**config.mk**
```make
export PLATFORM = sky130hd
export DESIGN_NAME = pwm_frequency_to_period
export DESIGN_NICKNAME = d
export VERILOG_FILES = /design/src/pfp_pkg.sv /design/src/pwm_frequency_to_period.sv /design/src/pfp_div.sv
export SDC_FILE = /design/constraint.sdc
export NUM_CORES = 1
export LEC_CHECK = 0
export BUFFER_PORTS_ARGS = -buffer_cell sky130_fd_sc_hd__buf_2
export CORE_MARGIN = 2
export CORE_UTILIZATION = 50
export DETAILED_ROUTE_END_ITERATION = 10
export PLACE_DENSITY_LB_ADDON = 0.15
export SYNTH_ARGS = -nofsm -noshare
export SYNTH_HDL_FRONTEND = slang
export SYNTH_HIERARCHICAL = 1
export SYNTH_SLANG_ARGS = --single-unit
```
**constraint.sdc**
```tcl
create_clock -name aclk -period 11.7 [get_ports aclk]
set_input_delay 0.585 -clock aclk [delete_from_list [all_inputs] [get_ports aclk]]
set_output_delay 0.585 -clock aclk [all_outputs]
set_load 0.005 [all_outputs]
```
**src/pfp_pkg.sv**
```systemverilog
`timescale 1ns / 1ps
// Package for the PWM frequency-to-period converter.
// Holds the field widths, register indexes, status codes and sequencer states.
package pfp_pkg;

    localparam int CLK_W    = 27;
    localparam int HZ_W     = 20;
    localparam int TICK_W   = 16;
    localparam int DIVD_W   = 28;
    localparam int DIVS_W   = 20;
    localparam int CFG_A_W  = 3;
    localparam int STAT_W   = 3;

    localparam logic [CFG_A_W-1:0] REG_TIMEBASE  = 3'd0;
    localparam logic [CFG_A_W-1:0] REG_MIN_HZ    = 3'd1;
    localparam logic [CFG_A_W-1:0] REG_MAX_HZ    = 3'd2;
    localparam logic [CFG_A_W-1:0] REG_DIAG_EN   = 3'd3;
    localparam logic [CFG_A_W-1:0] REG_DIAG_MAX  = 3'd4;
    localparam logic [CFG_A_W-1:0] REG_DEADBAND  = 3'd5;
    localparam logic [CFG_A_W-1:0] REG_MIN_PULSE = 3'd6;

    localparam logic [STAT_W-1:0] STATUS_OK       = 3'd0;
    localparam logic [STAT_W-1:0] STATUS_LOW      = 3'd1;
    localparam logic [STAT_W-1:0] STATUS_HIGH     = 3'd2;
    localparam logic [STAT_W-1:0] STATUS_OVERFLOW = 3'd3;
    localparam logic [STAT_W-1:0] STATUS_SHORT    = 3'd4;

    localparam logic [DIVD_W-1:0] MAX_CLOCKS = 28'd65536;

    typedef enum logic [2:0] {
        ST_IDLE,
        ST_CHECK,
        ST_DIV_CLOCKS,
        ST_EVAL,
        ST_DIV_ACTUAL,
        ST_DONE
    } pfp_state_t;

endpackage

```
**src/pwm_frequency_to_period.sv**
```systemverilog
`timescale 1ns / 1ps
// Top level of the PWM frequency-to-period converter: configuration registers,
// request checks, sequencer and result register. Uses pfp_pkg and pfp_div.
// A rejected or repeated request goes from the check straight to the result. Otherwise the
// period is computed, and the actual frequency is also recomputed when the new period is
// accepted and has changed; each division runs 28 steps on the shared divider. A stalled
// result holds the next request off. Reset is synchronous, restores defaults.
module pwm_frequency_to_period
    import pfp_pkg::*;
(
    input  logic               aclk,
    input  logic               aresetn,
    input  logic               cfg_wr_en,
    input  logic [CFG_A_W-1:0] cfg_addr,
    input  logic [CLK_W-1:0]   cfg_wr_data,
    input  logic               s_axis_tvalid,
    output logic               s_axis_tready,
    input  logic [23:0]        s_axis_tdata,  // request_hz[19:0]
    output logic               m_axis_tvalid,
    input  logic               m_axis_tready,
    output logic [63:0]        m_axis_tdata,  // period_ticks, compare_ticks, achieved_hz
    output logic [4:0]         m_axis_tuser   // accepted, status[2:0], write_timing
);

    pfp_state_t state_reg, state_next;

    logic [CLK_W-1:0]  clk_hz_reg;
    logic [HZ_W-1:0]   min_hz_reg, max_hz_reg, diag_max_reg;
    logic              diag_en_reg;
    logic [TICK_W-1:0] deadband_reg, min_pulse_reg;

    logic [TICK_W-1:0] last_period_reg;
    logic [HZ_W-1:0]   last_hz_reg;
    logic [CLK_W-1:0]  last_actual_reg;

    logic [HZ_W-1:0]   hz_reg;

    logic              res_acc_reg;
    logic [STAT_W-1:0] res_status_reg;
    logic              res_wr_reg;
    logic [TICK_W-1:0] res_period_reg;
    logic [CLK_W-1:0]  res_actual_reg;

    logic              m_valid_reg, m_valid_next;
    logic              m_acc_reg;
    logic [STAT_W-1:0] m_status_reg;
    logic              m_wr_reg;
    logic [TICK_W-1:0] m_period_reg;
    logic [TICK_W-1:0] m_compare_reg;
    logic [CLK_W-1:0]  m_actual_reg;

    logic              div_start, div_done;
    logic [DIVD_W-1:0] div_dividend, div_quotient;
    logic [DIVS_W-1:0] div_divisor;

    logic              req_low, req_high, req_repeat, req_reject;
    logic              clk_zero, clk_ovf, pulse_short, eval_reject, period_changed;
    logic [TICK_W-1:0] period_new, cmp_new;
    logic [TICK_W:0]   guard;
    logic              load_out;
    logic [TICK_W:0]   res_cmp_wide;

    pfp_div u_div (
        .aclk     (aclk),
        .aresetn  (aresetn),
        .start    (div_start),
        .dividend (div_dividend),
        .divisor  (div_divisor),
        .done     (div_done),
        .quotient (div_quotient)
    );

    always_comb begin
        req_low    = (hz_reg == '0) || (hz_reg < min_hz_reg);
        req_high   = (hz_reg > max_hz_reg) && (!diag_en_reg || (hz_reg > diag_max_reg));
        req_repeat = (hz_reg == last_hz_reg) && (last_period_reg != '0);
        req_reject = req_low || req_high;

        clk_zero       = div_quotient == '0;
        clk_ovf        = div_quotient > MAX_CLOCKS;
        period_new     = div_quotient[TICK_W-1:0] - 1'b1;
        cmp_new        = div_quotient[TICK_W:1];
        guard          = {1'b0, deadband_reg} + {1'b0, min_pulse_reg};
        pulse_short    = ({1'b0, cmp_new} <= guard)
                      || ({1'b0, period_new - cmp_new} <= guard);
        eval_reject    = clk_zero || clk_ovf || pulse_short;
        period_changed = period_new != last_period_reg;

        if (state_reg == ST_CHECK) begin
            div_dividend = {1'b0, clk_hz_reg} + DIVD_W'(hz_reg >> 1);
            div_divisor  = hz_reg;
        end else begin
            div_dividend = {1'b0, clk_hz_reg};
            div_divisor  = DIVS_W'(div_quotient[TICK_W:0]);
        end

        res_cmp_wide = ({1'b0, res_period_reg} + 1'b1) >> 1;
    end

    always_comb begin
        state_next = state_reg;
        case (state_reg)
            ST_IDLE: begin
                if (s_axis_tvalid) begin
                    state_next = ST_CHECK;
                end
            end
            ST_CHECK: begin
                if (req_reject || req_repeat) begin
                    state_next = ST_DONE;
                end else begin
                    state_next = ST_DIV_CLOCKS;
                end
            end
            ST_DIV_CLOCKS: begin
                if (div_done) begin
                    state_next = ST_EVAL;
                end
            end
            ST_EVAL: begin
                if (!eval_reject && period_changed) begin
                    state_next = ST_DIV_ACTUAL;
                end else begin
                    state_next = ST_DONE;
                end
            end
            ST_DIV_ACTUAL: begin
                if (div_done) begin
                    state_next = ST_DONE;
                end
            end
            ST_DONE: begin
                if (!m_valid_reg || m_axis_tready) begin
                    state_next = ST_IDLE;
                end
            end
            default: state_next = ST_IDLE;
        endcase
    end

    always_comb begin
        s_axis_tready = 1'b0;
        div_start     = 1'b0;
        load_out      = 1'b0;
        case (state_reg)
            ST_IDLE:  s_axis_tready = 1'b1;
            ST_CHECK: div_start = !(req_reject || req_repeat);
            ST_EVAL:  div_start = !eval_reject && period_changed;
            ST_DONE:  load_out = !m_valid_reg || m_axis_tready;
            default: begin
                s_axis_tready = 1'b0;
            end
        endcase
        if (load_out) begin
            m_valid_next = 1'b1;
        end else if (m_axis_tready) begin
            m_valid_next = 1'b0;
        end else begin
            m_valid_next = m_valid_reg;
        end
    end

    always_ff @(posedge aclk) begin
        if (!aresetn) begin
            state_reg       <= ST_IDLE;
            m_valid_reg     <= 1'b0;
            clk_hz_reg      <= 27'd60000000;
            min_hz_reg      <= 20'd140000;
            max_hz_reg      <= 20'd170000;
            diag_en_reg     <= 1'b0;
            diag_max_reg    <= 20'd250000;
            deadband_reg    <= 16'd36;
            min_pulse_reg   <= 16'd10;
            last_period_reg <= '0;
            last_hz_reg     <= '0;
            last_actual_reg <= '0;
        end else begin
            state_reg   <= state_next;
            m_valid_reg <= m_valid_next;
            if (cfg_wr_en) begin
                case (cfg_addr)
                    REG_TIMEBASE:  clk_hz_reg    <= cfg_wr_data;
                    REG_MIN_HZ:    min_hz_reg    <= cfg_wr_data[HZ_W-1:0];
                    REG_MAX_HZ:    max_hz_reg    <= cfg_wr_data[HZ_W-1:0];
                    REG_DIAG_EN:   diag_en_reg   <= cfg_wr_data[0];
                    REG_DIAG_MAX:  diag_max_reg  <= cfg_wr_data[HZ_W-1:0];
                    REG_DEADBAND:  deadband_reg  <= cfg_wr_data[TICK_W-1:0];
                    REG_MIN_PULSE: min_pulse_reg <= cfg_wr_data[TICK_W-1:0];
                    default: begin
                    end
                endcase
            end
            if (state_reg == ST_EVAL && !eval_reject) begin
                last_period_reg <= period_new;
                last_hz_reg     <= hz_reg;
            end
            if (state_reg == ST_DIV_ACTUAL && div_done) begin
                last_actual_reg <= div_quotient[CLK_W-1:0];
            end
        end
    end

    always_ff @(posedge aclk) begin
        if (s_axis_tvalid && s_axis_tready) begin
            hz_reg <= s_axis_tdata[HZ_W-1:0];
        end
        case (state_reg)
            ST_CHECK: begin
                res_acc_reg    <= !req_reject;
                res_wr_reg     <= 1'b0;
                res_period_reg <= last_period_reg;
                res_actual_reg <= last_actual_reg;
                if (req_low) begin
                    res_status_reg <= STATUS_LOW;
                end else if (req_high) begin
                    res_status_reg <= STATUS_HIGH;
                end else begin
                    res_status_reg <= STATUS_OK;
                end
            end
            ST_EVAL: begin
                res_acc_reg    <= !eval_reject;
                res_wr_reg     <= 1'b0;
                res_actual_reg <= last_actual_reg;
                if (eval_reject) begin
                    res_period_reg <= last_period_reg;
                end else begin
                    res_period_reg <= period_new;
                end
                if (clk_zero) begin
                    res_status_reg <= STATUS_SHORT;
                end else if (clk_ovf) begin
                    res_status_reg <= STATUS_OVERFLOW;
                end else if (pulse_short) begin
                    res_status_reg <= STATUS_SHORT;
                end else begin
                    res_status_reg <= STATUS_OK;
                end
            end
            ST_DIV_ACTUAL: begin
                if (div_done) begin
                    res_wr_reg     <= 1'b1;
                    res_actual_reg <= div_quotient[CLK_W-1:0];
                end
            end
            default: begin
            end
        endcase
        if (load_out) begin
            m_acc_reg     <= res_acc_reg;
            m_status_reg  <= res_status_reg;
            m_wr_reg      <= res_wr_reg;
            m_period_reg  <= res_period_reg;
            m_compare_reg <= res_cmp_wide[TICK_W-1:0];
            m_actual_reg  <= res_actual_reg;
        end
    end

    assign m_axis_tvalid = m_valid_reg;
    assign m_axis_tdata  = {5'd0, m_actual_reg, m_compare_reg, m_period_reg};
    assign m_axis_tuser  = {m_wr_reg, m_status_reg, m_acc_reg};

    a_div_done_in_div_state: assert property (@(posedge aclk) disable iff (!aresetn)
        div_done |-> (state_reg == ST_DIV_CLOCKS || state_reg == ST_DIV_ACTUAL))
        else $error("divider finished outside a division state");

    a_accept_to_check: assert property (@(posedge aclk) disable iff (!aresetn)
        (s_axis_tvalid && s_axis_tready) |=> (state_reg == ST_CHECK))
        else $error("accepted request did not enter the check state");

    a_accepted_matches_status: assert property (@(posedge aclk) disable iff (!aresetn)
        m_axis_tvalid |-> (m_axis_tuser[0] == (m_axis_tuser[3:1] == STATUS_OK)))
        else $error("accepted flag disagrees with status");

    a_write_needs_accept: assert property (@(posedge aclk) disable iff (!aresetn)
        (m_axis_tvalid && m_axis_tuser[4]) |-> m_axis_tuser[0])
        else $error("timing write on a rejected request");

endmodule

```
**src/pfp_div.sv**
```systemverilog
`timescale 1ns / 1ps
// Restoring radix-2 unsigned divider, one quotient bit per cycle.
// Depends on pfp_pkg for the dividend and divisor widths.
module pfp_div
    import pfp_pkg::*;
(
    input  logic              aclk,
    input  logic              aresetn,
    input  logic              start,
    input  logic [DIVD_W-1:0] dividend,
    input  logic [DIVS_W-1:0] divisor,
    output logic              done,
    output logic [DIVD_W-1:0] quotient
);

    localparam int CNT_W = $clog2(DIVD_W);

    logic [DIVS_W-1:0] rem_reg, rem_next;
    logic [DIVD_W-1:0] quo_reg, quo_next;
    logic [DIVS_W-1:0] dvs_reg, dvs_next;
    logic [CNT_W-1:0]  cnt_reg, cnt_next;
    logic              busy_reg, busy_next;
    logic              done_reg, done_next;
    logic [DIVS_W:0]   shifted;
    logic [DIVS_W:0]   diff;
    logic              fits;

    always_comb begin
        shifted = {rem_reg, quo_reg[DIVD_W-1]};
        diff    = shifted - {1'b0, dvs_reg};
        fits    = shifted >= {1'b0, dvs_reg};
    end

    always_comb begin
        rem_next  = rem_reg;
        quo_next  = quo_reg;
        dvs_next  = dvs_reg;
        cnt_next  = cnt_reg;
        busy_next = busy_reg;
        done_next = 1'b0;
        if (start) begin
            rem_next  = '0;
            quo_next  = dividend;
            dvs_next  = divisor;
            cnt_next  = CNT_W'(DIVD_W - 1);
            busy_next = 1'b1;
        end else if (busy_reg) begin
            rem_next = fits ? diff[DIVS_W-1:0] : shifted[DIVS_W-1:0];
            quo_next = {quo_reg[DIVD_W-2:0], fits};
            cnt_next = cnt_reg - 1'b1;
            if (cnt_reg == '0) begin
                busy_next = 1'b0;
                done_next = 1'b1;
            end
        end
    end

    always_ff @(posedge aclk) begin
        if (!aresetn) begin
            busy_reg <= 1'b0;
            done_reg <= 1'b0;
            cnt_reg  <= '0;
        end else begin
            busy_reg <= busy_next;
            done_reg <= done_next;
            cnt_reg  <= cnt_next;
        end
        rem_reg <= rem_next;
        quo_reg <= quo_next;
        dvs_reg <= dvs_next;
    end

    assign done     = done_reg;
    assign quotient = quo_reg;

endmodule
```
==> results of run 1 <==
-- power breakdown --
| group | switching (mW) | internal (mW) | leakage, nW | total [mW] |
|---|---|---|---|---|
| logic | 0.788 | 0.544 | 5.62 | 1.33 |
| clock network | 0.594 | 0.899 | 0.758 | 1.49 |
| registers | 0.208 | 1.68 | 3.41 | 1.88 |
| total | 1.59 | 3.12 | 9.79 | 4.71 |
-- synth_stat cells, drive strengths merged (6+ instances only) --
cell,number,area (um^2)
a211oi,20,150.1
a21boi,116,870.8
a21o,36,271.5
a21oi,82,417.9
a311oi,12,130.1
a31o,6,52.55
a31oi,10,62.56
a32oi,8,70.07
and2,24,150.1
and3,19,118.9
buf,23,153.9
clkbuf,70,262.8
dfxtp,214,4284
edfxtp,180,5405
ha,165,2064
inv,121,454.2
mux2,72,874.6
mux2i,23,230.2
nand2,399,1500
nand2b,18,112.6
nand3,60,300.3
nand3b,8,60.06
nand4,28,196.4
nor2,77,289.0
nor2b,43,276.5
nor3,33,176.4
nor4,22,158.9
o211ai,30,225.2
o21a,12,90.09
o21ai,87,439.2
o21bai,8,60.06
o31ai,13,102.6
or2,6,37.54
or4,6,45.04
xnor2,80,700.7
xor2,47,411.6
-- final timing paths --
kind / start / to / slack, ns / cells after the start
min reg2reg: res_actual_reg[14] / m_actual_reg[14] / 0.42 / 0
max reg2reg: u_div/quotient[0] / u_div/quotient[23] / 3.93 / 23
min: s_axis_tdata[18] / hz_reg[18] / 0.16 / 1
max: u_div/quotient[0] / u_div/quotient[23] / 3.93 / 23
-- cells in the final DEF, fill, tap and decap left out, drive strengths merged, types with 19 or more instances in the layout --
master	n
nor3	33
xor2	47
nand2	399
ha	165
a211oi	20
edfxtp	180
nor4	22
nand3	60
mux2i	23
nand4	28
a21oi	82
inv	125
o211ai	30
and2	24
a21boi	116
clkbuf	59
a21o	36
buf	135
nor2b	43
xnor2	80
and3	19
o21ai	87
mux2	72
dfxtp	214
nor2	77
-- cells by family (layout without fill, tap and decap cells) --
| family | Yosys count | in the layout | share of synthesized area [%] |
|---|---|---|---|
| and+or+nand+nor | 758 | 758 | 16.26 |
| AOI/OAI and AO/OA | 484 | 484 | 15.39 |
| DFF | 394 | 394 | 44.38 |
| buffers and inverters | 214 | 338 | 3.988 |
| adders and majority gates | 169 | 169 | 9.822 |
| xor gates and xnor gates | 127 | 127 | 5.094 |
| muxes | 95 | 95 | 5.060 |
| other | 1 | 5 | 0.01717 |
-- routing by layer --
layer	share of wire [%]	vias up	track usage (%)
li1	-	8178	-
met5	0	-	0
met4	2.5	0	8.247
met2	46	495	40.60
met1	45	7797	35.01
met3	6.3	84	3.868
-- critical path, stage by stage, from the launching register on --
cell,delay [ns]
edfxtp_1,0.70
inv_1,0.22
ha_1,0.28
xnor2_1,0.23
inv_1,0.11
ha_1,0.36
nor2b_1,0.17
o21a_1,0.19
o21a_1,0.19
o211ai_1,0.21
a21oi_1,0.13
o31ai_1,0.54
nand3_1,0.15
o211ai_1,0.16
ha_1,0.29
nand4_1,0.12
nor3_1,0.08
a2111oi_0,0.40
nand2_1,0.17
nand4_4,0.12
buf_4,0.58
o21ai_4,0.12
nor2_1,0.88
inv_1,0.84
-- per-stage QoR --
| step | setup slack, ns | cell area, um^2 | power [mW] |
|---|---|---|---|
| detailed placement | 3.954 | 22920 | 3.222 |
| global placement | 4.103 | 22920 | 3.184 |
| CTS | 3.946 | 24500 | 4.727 |
| global route | 3.451 | 24500 | 4.971 |
| floorplan | 4.932 | 21850 | 2.814 |
| finish | 3.932 | 24500 | 4.710 |
-- area by class of cell --
type,count,area share (%)
inverter,121,1.854
sequential,394,39.54
clock buffer,59,4.969
timing repair buffer,135,2.921
tap,585,2.987
clock inverter,23,1.476
multi-input combinational,1638,46.25
==> impl_metrics.env, run 1 <==
export IMPL_hpwlAfterDp_mm=39.95
export IMPL_ir_drop_uv=136.3
export IMPL_fmax_mhz=128.7
export IMPL_syn_avg_cell_area_um2=9.739
export IMPL_grt_overflow=0
export IMPL_root_buffer="clkbuf_16"
export IMPL_finalHoldViolCount=0
export IMPL_clock_sinks=394
export IMPL_arrival_ns=7.89
export IMPL_synth_edf_count=180
export IMPL_worstSetupPathType="reg -> reg"
export IMPL_first_pass_iters=5
export IMPL_outcome="finished clean"
export IMPL_slew_violations=0
export IMPL_die_x_um=213.0
export IMPL_ant_nets=0
export IMPL_viasPerCell=5.602
export IMPL_yosysWarnings=6
export IMPL_max_cap_violations=0
export IMPL_min_period_over_period_pct=66.39
export IMPL_finalSetupViolCount=0
export IMPL_seq_area_um2=9689
export IMPL_yosys_register_bits=394
export IMPL_clk_pin_slew_ns=0.06
export IMPL_power_leakage_nw=9.788
export IMPL_fin_nets=2562
export IMPL_clock_skew_ns=0.02714
export IMPL_required_ns=11.82
export IMPL_die_area_um2=45360
export IMPL_syn_cell_area_um2=21830
export IMPL_multi_input_comb_area_um2=11330
export IMPL_antenna_found_initial=0
export IMPL_utilization_pct=56.88
export IMPL_post_place_cells=2873
export IMPL_routed_via_count=16554
export IMPL_numCtsBuffers=44
export IMPL_slew_headroom_pct=18.36
export IMPL_finalWeightedCongestion=0.8730
export IMPL_rsz0062_at_grt="no"
export IMPL_netlist_instances=2242
export IMPL_drive_gt1_share_pct=13.42
export IMPL_cts_setup_buffers=0
export IMPL_clockBufferDepth=3
export IMPL_drt_wl_total_mm=56.73
export IMPL_power_density_nw_per_um2=192.2
export IMPL_htree_levels=2
export IMPL_fin_crit_ns=7.768
export IMPL_synthDistinctLibCells=90
export IMPL_synthToLayoutAreaGrowth_pct=12.22
export IMPL_worstMarginPinSlew_ns=1.220
export IMPL_hold_worst_slack_ns=0.1632
export IMPL_grt_max_degree=110
export IMPL_path_max_fanout=38
export IMPL_cts_resized=0
export IMPL_clock_latency_ns=0.60
export IMPL_final_cells=2955
export IMPL_grt_pass1_vias=15824
export IMPL_post_route_drc_count=0
export IMPL_core_um2=43080
export IMPL_antenna_cells=0
export IMPL_cts_hold_buf=0
export IMPL_start_kind="flop"
export IMPL_numPortBuffers=120
export IMPL_fillers=3830
export IMPL_rows=76
export IMPL_drt_initial_drc_count=999
export IMPL_largest_register_ff_count=28
export IMPL_ys_flop_type="dfxtp_1"
export IMPL_avgRoutedWirePerCell_um=19.20
export IMPL_initial_core_util_pct=50.69
export IMPL_cts_tree="built"
export IMPL_io_pins=130
export IMPL_ys_seq_area_share_pct=44.38
export IMPL_globalRouteTotalUtil_pct=25.30
export IMPL_fp_dieH_um=213.0
export IMPL_hold_class="in -> reg"
export IMPL_setup_tns_final_ns=0
export IMPL_grt_pass1_wl_mm=88.29
export IMPL_synthArstFlopShare_pct=0
export IMPL_cp_end_kind="flop"
(Power assumes the default switching activity.)
==> inputs of run 2 (changes only) <==
Clock period 11.7 ns to 7.28 ns, I/O delays scaled along.
==> run 2 against run 1 <==
Against the previous run: sequential share of layout area is 0.23 points lower; critical path depth fell by 3; clock power grew 51%; critical path type unchanged; cell count rose by 0.81%; register-to-register slack worse by 2.9 ns; core utilization grew 0.34 points; first-iteration DRC count rose by 16%; non-clock buffer count rose by 24; combinational power is 62% higher.
==> impl_metrics.env, run 2 (synthesized netlist as in run 1, its figures left out) <==
export IMPL_rsz0062_at_grt="no"
export IMPL_critical_path_max_stage_delay_ns=0.82
export IMPL_antenna_cells=0
export IMPL_met1_length_mm=26.50
export IMPL_final_common_cell="nand2_1"
export IMPL_clockBufferDepth=3
export IMPL_power_leakage_nw=9.846
export IMPL_r2r_cells=20
export IMPL_first_pass_iters=5
export IMPL_numPortBuffers=120
export IMPL_final_cell_mix="nand2_1, dfxtp_1, edfxtp_1"
export IMPL_antenna_found_initial=0
export IMPL_drt_initial_drc_count=1155
export IMPL_worstSetupPathType="reg -> reg"
export IMPL_viasPerCell=5.653
export IMPL_core_um2=43080
export IMPL_cp_end_kind="flop"
export IMPL_whs_path_depth=3
export IMPL_drt_wl_total_mm=57.58
export IMPL_finalWeightedCongestion=0.8664
export IMPL_reg2reg_from="u_div/quotient[2]"
export IMPL_cts_tree="built"
export IMPL_rrSetupSlack_ns=1.05
export IMPL_rows=76
export IMPL_grt_overflow=0
export IMPL_ant_nets=0
export IMPL_fmax_mhz=160.4
export IMPL_outcome="finished clean"
export IMPL_slew_violations=0
export IMPL_worstMarginPinSlew_ns=1.228
export IMPL_clock_skew_ns=0.03303
export IMPL_arrival_ns=6.54
export IMPL_hpwlAfterDp_mm=40.02
export IMPL_cts_resized=0
export IMPL_clk_pin_slew_ns=0.06
export IMPL_start_kind="flop"
export IMPL_path_max_fanout=28
export IMPL_slowest_stage="nor2_1"
export IMPL_numCtsBuffers=44
export IMPL_globalRouteTotalUtil_pct=25.51
export IMPL_wl_met2_mm=26.13
export IMPL_die_area_um2=45360
export IMPL_io_pins=130
export IMPL_drive_gt1_share_pct=13.49
export IMPL_largest_register_ff_count=28
export IMPL_root_buffer="clkbuf_16"
export IMPL_hold_worst_slack_ns=0.02101
export IMPL_wl_met3_mm=3.040
export IMPL_fin_crit_ns=6.235
export IMPL_routed_top_layer="met4"
export IMPL_finalHoldViolCount=0
export IMPL_initial_core_util_pct=50.69
export IMPL_cts_setup_buffers=0
export IMPL_cp_cell_sequence="nor4_2 > nand2_1 > xnor2_1 > ha_1 > and3_1 > a31oi_1 > a21oi_1 > a21o_1 > a21oi_1 > xnor2_1 > ha_1 > nand4_1 > nor3_1 > a2111oi_0 > nand2_1 > nand4_4 > o21ai_4 > nor2_1 > inv_1 > buf_4"
export IMPL_avgRoutedWirePerCell_um=19.33
export IMPL_post_route_drc_count=0
export IMPL_critical_path_top_delay_family="simple AND/OR/NAND/NOR gates"
export IMPL_die_x_um=213.0
export IMPL_clock_sinks=394
export IMPL_rr_endpoint="u_div/quotient[20]"
export IMPL_hp_start="cfg_wr_data[23]"
export IMPL_hold_class="in -> reg"
export IMPL_grt_pass1_vias=16090
export IMPL_routed_via_count=16839
export IMPL_power_total_mw=7.450
export IMPL_htree_levels=2
export IMPL_required_ns=7.58
export IMPL_crit_buf_inv=2
export IMPL_finalSetupViolCount=0
export IMPL_setup_tns_final_ns=0
export IMPL_grt_pass1_wl_mm=89.64
export IMPL_slew_headroom_pct=17.81
export IMPL_fp_dieH_um=213.0
export IMPL_grt_max_degree=127
export IMPL_cts_hold_buf=23
export IMPL_min_to="clk_hz_reg[23]"
export IMPL_synthToLayoutAreaGrowth_pct=12.88
export IMPL_min_period_over_period_pct=85.64
export IMPL_max_cap_violations=0
export IMPL_clock_latency_ns=0.59
export IMPL_power_density_nw_per_um2=302.3
export IMPL_ir_drop_uv=195.5
export IMPL_fin_nets=2586
## run 2: final cells by class
cell class                 count  area [um^2]
clock buffer                  56         1196
clock inverter                26        286.5
fill                        3763        18430
inverter                     121        454.2
multi-input combinational   1638        11340
sequential                   394         9689
tap                          585        732.0
timing repair buffer         159        953.4
## run 2: stage by stage
step / setup WS, ns / cell area (um^2) / util, % / cells
2_1_floorplan: 0.5121 / 21850 / - / 2246
3_3_place_gp: 1.116 / 22930 / 53.24 / 2874
3_5_place_dp: 1.170 / 22930 / 53.24 / 2874
4_1_cts: 1.104 / 24650 / 57.22 / 2979
5_1_grt: 0.5446 / 24650 / 57.22 / 2979
6_report: 1.045 / 24650 / 57.22 / 2979
## run 2: per-layer routing
| layer | track usage, % | up-vias |
|---|---|---|
| met4 | 9.139 | 0 |
| met2 | 40.96 | 495 |
| met1 | 35.56 | 8016 |
| met5 | 0 | - |
| met3 | 2.986 | 108 |
| li1 | - | 8220 |
## run 2: worst max-delay path by stage
stage,startpoint,endpoint,slack [ns],depth (start not counted)
CTS,u_div/quotient[0],u_div/quotient[8],1.10,23
finish,u_div/quotient[2],u_div/quotient[20],1.05,20
detailed placement,u_div/quotient[0],u_div/quotient[26],1.17,23
floorplan,u_div/quotient[0],u_div/quotient[0],0.51,27
global route,u_div/quotient[2],u_div/rem_reg[18],0.54,21
global placement,u_div/quotient[2],u_div/quotient[25],1.12,20
## run 2: power breakdown
group	internal [mW]	switching (mW)
Combinational	0.887	1.27
Sequential	2.69	0.349
Clock	1.29	0.954
Total	4.87	2.58
## run 2: worst reg2reg max path: stages, from the launching register on
cell and delay, ns:
edfxtp_1 0.66, nor4_2 0.71, nand2_1 0.23, xnor2_1 0.36, ha_1 0.37, and3_1 0.20
a31oi_1 0.26, a21oi_1 0.18, a21o_1 0.21, a21oi_1 0.17, xnor2_1 0.15, ha_1 0.27
nand4_1 0.12, nor3_1 0.08, a2111oi_0 0.38, nand2_1 0.17, nand4_4 0.14, o21ai_4 0.08
nor2_1 0.82, inv_1 0.09, buf_4 0.29
==> inputs of run 3 (changes only) <==
Settings changed: CORE_MARGIN 2 to unset, CORE_UTILIZATION 50 to 35.
Clock period 7.28 ns to 6.7 ns, I/O delays scaled along.
==> run 3 against run 2 <==
Against the previous run: sequential cell count did not move; global-route usage fell by 6.3 points; worst setup slack worse by 0.43 ns; core utilization is 17 points lower; largest power group unchanged; total power grew 9.1%; clock power is 9.3% higher; clock skew is 0.0063 ns lower.
==> impl_metrics.env, run 3 (synthesized netlist as in run 1, its figures left out) <==
export IMPL_grt_max_degree=104
export IMPL_viasPerCell=5.142
export IMPL_slew_headroom_pct=15.35
export IMPL_hpwlAfterDp_mm=43.84
export IMPL_post_place_cells=3136
export IMPL_initial_core_util_pct=35.38
export IMPL_ir_drop_uv=168.2
export IMPL_first_pass_iters=5
export IMPL_grt_overflow=0
export IMPL_antenna_cells=0
export IMPL_cp_end_kind="flop"
export IMPL_avgRoutedWirePerCell_um=18.84
export IMPL_clock_skew_ns=0.02669
export IMPL_final_cells=3247
export IMPL_cts_resized=0
export IMPL_worstSetupPathType="reg -> reg"
export IMPL_slew_violations=0
export IMPL_die_x_um=251.8
export IMPL_clk_pin_slew_ns=0.06
export IMPL_drive_gt1_share_pct=13.57
export IMPL_min_period_over_period_pct=90.85
export IMPL_hold_class="in -> reg"
export IMPL_root_buffer="clkbuf_16"
export IMPL_clock_sinks=394
export IMPL_fin_nets=2601
export IMPL_worstMarginPinSlew_ns=1.265
export IMPL_max_cap_violations=0
export IMPL_numPortBuffers=120
export IMPL_fin_crit_ns=6.087
export IMPL_io_pins=130
export IMPL_ant_nets=0
export IMPL_start_kind="flop"
export IMPL_arrival_ns=6.38
export IMPL_finalHoldViolCount=0
export IMPL_core_um2=61710
export IMPL_finalSetupViolCount=0
export IMPL_fmax_mhz=164.3
export IMPL_drt_wl_total_mm=61.17
export IMPL_cts_tree="built"
export IMPL_required_ns=7.00
export IMPL_rows=91
export IMPL_final_cell_mix="nand2_1, dfxtp_1, edfxtp_1"
export IMPL_grt_pass1_vias=16312
export IMPL_grt_pass1_wl_mm=94.51
export IMPL_rsz0062_at_grt="no"
export IMPL_clock_latency_ns=0.59
export IMPL_power_density_nw_per_um2=324.3
export IMPL_setup_tns_final_ns=0
export IMPL_post_route_drc_count=0
export IMPL_finalWeightedCongestion=0.8737
export IMPL_numCtsBuffers=45
export IMPL_path_max_fanout=28
export IMPL_largest_register_ff_count=28
export IMPL_die_area_um2=63390
export IMPL_synthToLayoutAreaGrowth_pct=14.84
export IMPL_fp_dieH_um=251.8
export IMPL_power_total_mw=8.132
export IMPL_final_common_cell="nand2_1"
export IMPL_antenna_found_initial=1
export IMPL_routed_via_count=16696
export IMPL_whs_path_depth=3
export IMPL_power_leakage_nw=9.917
export IMPL_clockBufferDepth=3
export IMPL_htree_levels=2
export IMPL_globalRouteTotalUtil_pct=19.19
export IMPL_drt_initial_drc_count=1033
export IMPL_outcome="finished clean"
export IMPL_r2r_cells=20
-- run 3: cell count changes in the layout (fill, tap and decap cells not counted), moves of 2 or more --
cell | before | now
clkinv_2 | 9 | 7
dlygate4sd3_1 | 23 | 27
buf_4 | 17 | 26
clkinvlp_4 | 5 | 3
clkbuf_16 | 44 | 46
clkinv_1 | 1 | 8
-- run 3: critical path, cell delays in order, from the launching register on --
cell and delay, ns:
edfxtp_1 0.70, nor4_2 0.65, nand2_1 0.23, xnor2_1 0.32, ha_1 0.35, and3_1 0.19
a31oi_1 0.24, a21oi_1 0.16, a21o_1 0.20, a21oi_1 0.17, xnor2_1 0.14, ha_1 0.26
nand4_1 0.12, nor3_1 0.07, a2111oi_0 0.41, nand2_1 0.19, nand4_4 0.15, o21ai_4 0.08
nor2_1 0.76, inv_1 0.10, buf_4 0.29
-- run 3: layer usage --
metal	wire length, um	GRT usage (%)	vias to the layer above
met1	28880	26.15	7970
met5	0	0	-
met3	2492	2.486	98
met2	28170	31.59	392
li1	-	-	8236
met4	1628	5.818	0
-- run 3: worst paths after layout --
| path | slack (ns) | from | endpoint |
|---|---|---|---|
| max | 0.61 | u_div/quotient[2] | u_div/quotient[22] |
| min | 0.07 | cfg_wr_data[18] | diag_max_reg[18] |
| max reg2reg | 0.61 | u_div/quotient[2] | u_div/quotient[22] |
| min reg2reg | 0.42 | res_wr_reg | m_wr_reg |
-- run 3: through the flow --
stage / utilization [%] / hold slack (ns) / setup WS, ns / cell area [um^2]
after floorplan: - / 0.4003 / 0.3198 / 21850
after global placement: 37.81 / 0.4043 / 0.6794 / 23330
after detailed placement: 37.81 / 0.4045 / 0.6989 / 23330
after CTS: 40.63 / 0.03256 / 0.6618 / 25080
after global routing: 40.63 / 0.05417 / 0.1410 / 25080
final: 40.63 / 0.06941 / 0.6128 / 25080
-- run 3: power by group --
part	internal (mW)	total, mW	switching, mW
combinational	0.977	2.39	1.42
clock	1.43	2.46	1.04
sequential	2.93	3.27	0.347
-- run 3: timing repair --
item / 4_1_cts / 5_1_grt
buffers inserted: 0 / 0
hold endpoints to repair: 27 / 0
hold buffers: 27 / 0
-- run 3: final cells by class --
| class | count | area [um^2] |
|---|---|---|
| fillers | 6147 | 36640 |
| multi-input cells | 1638 | 11330 |
| repair buffers | 173 | 1081 |
| clock buffers | 57 | 1232 |
| inverters | 121 | 454.2 |
| flip-flops and latches | 394 | 9689 |
| well taps | 837 | 1047 |
| clock inverters | 27 | 239.0 |
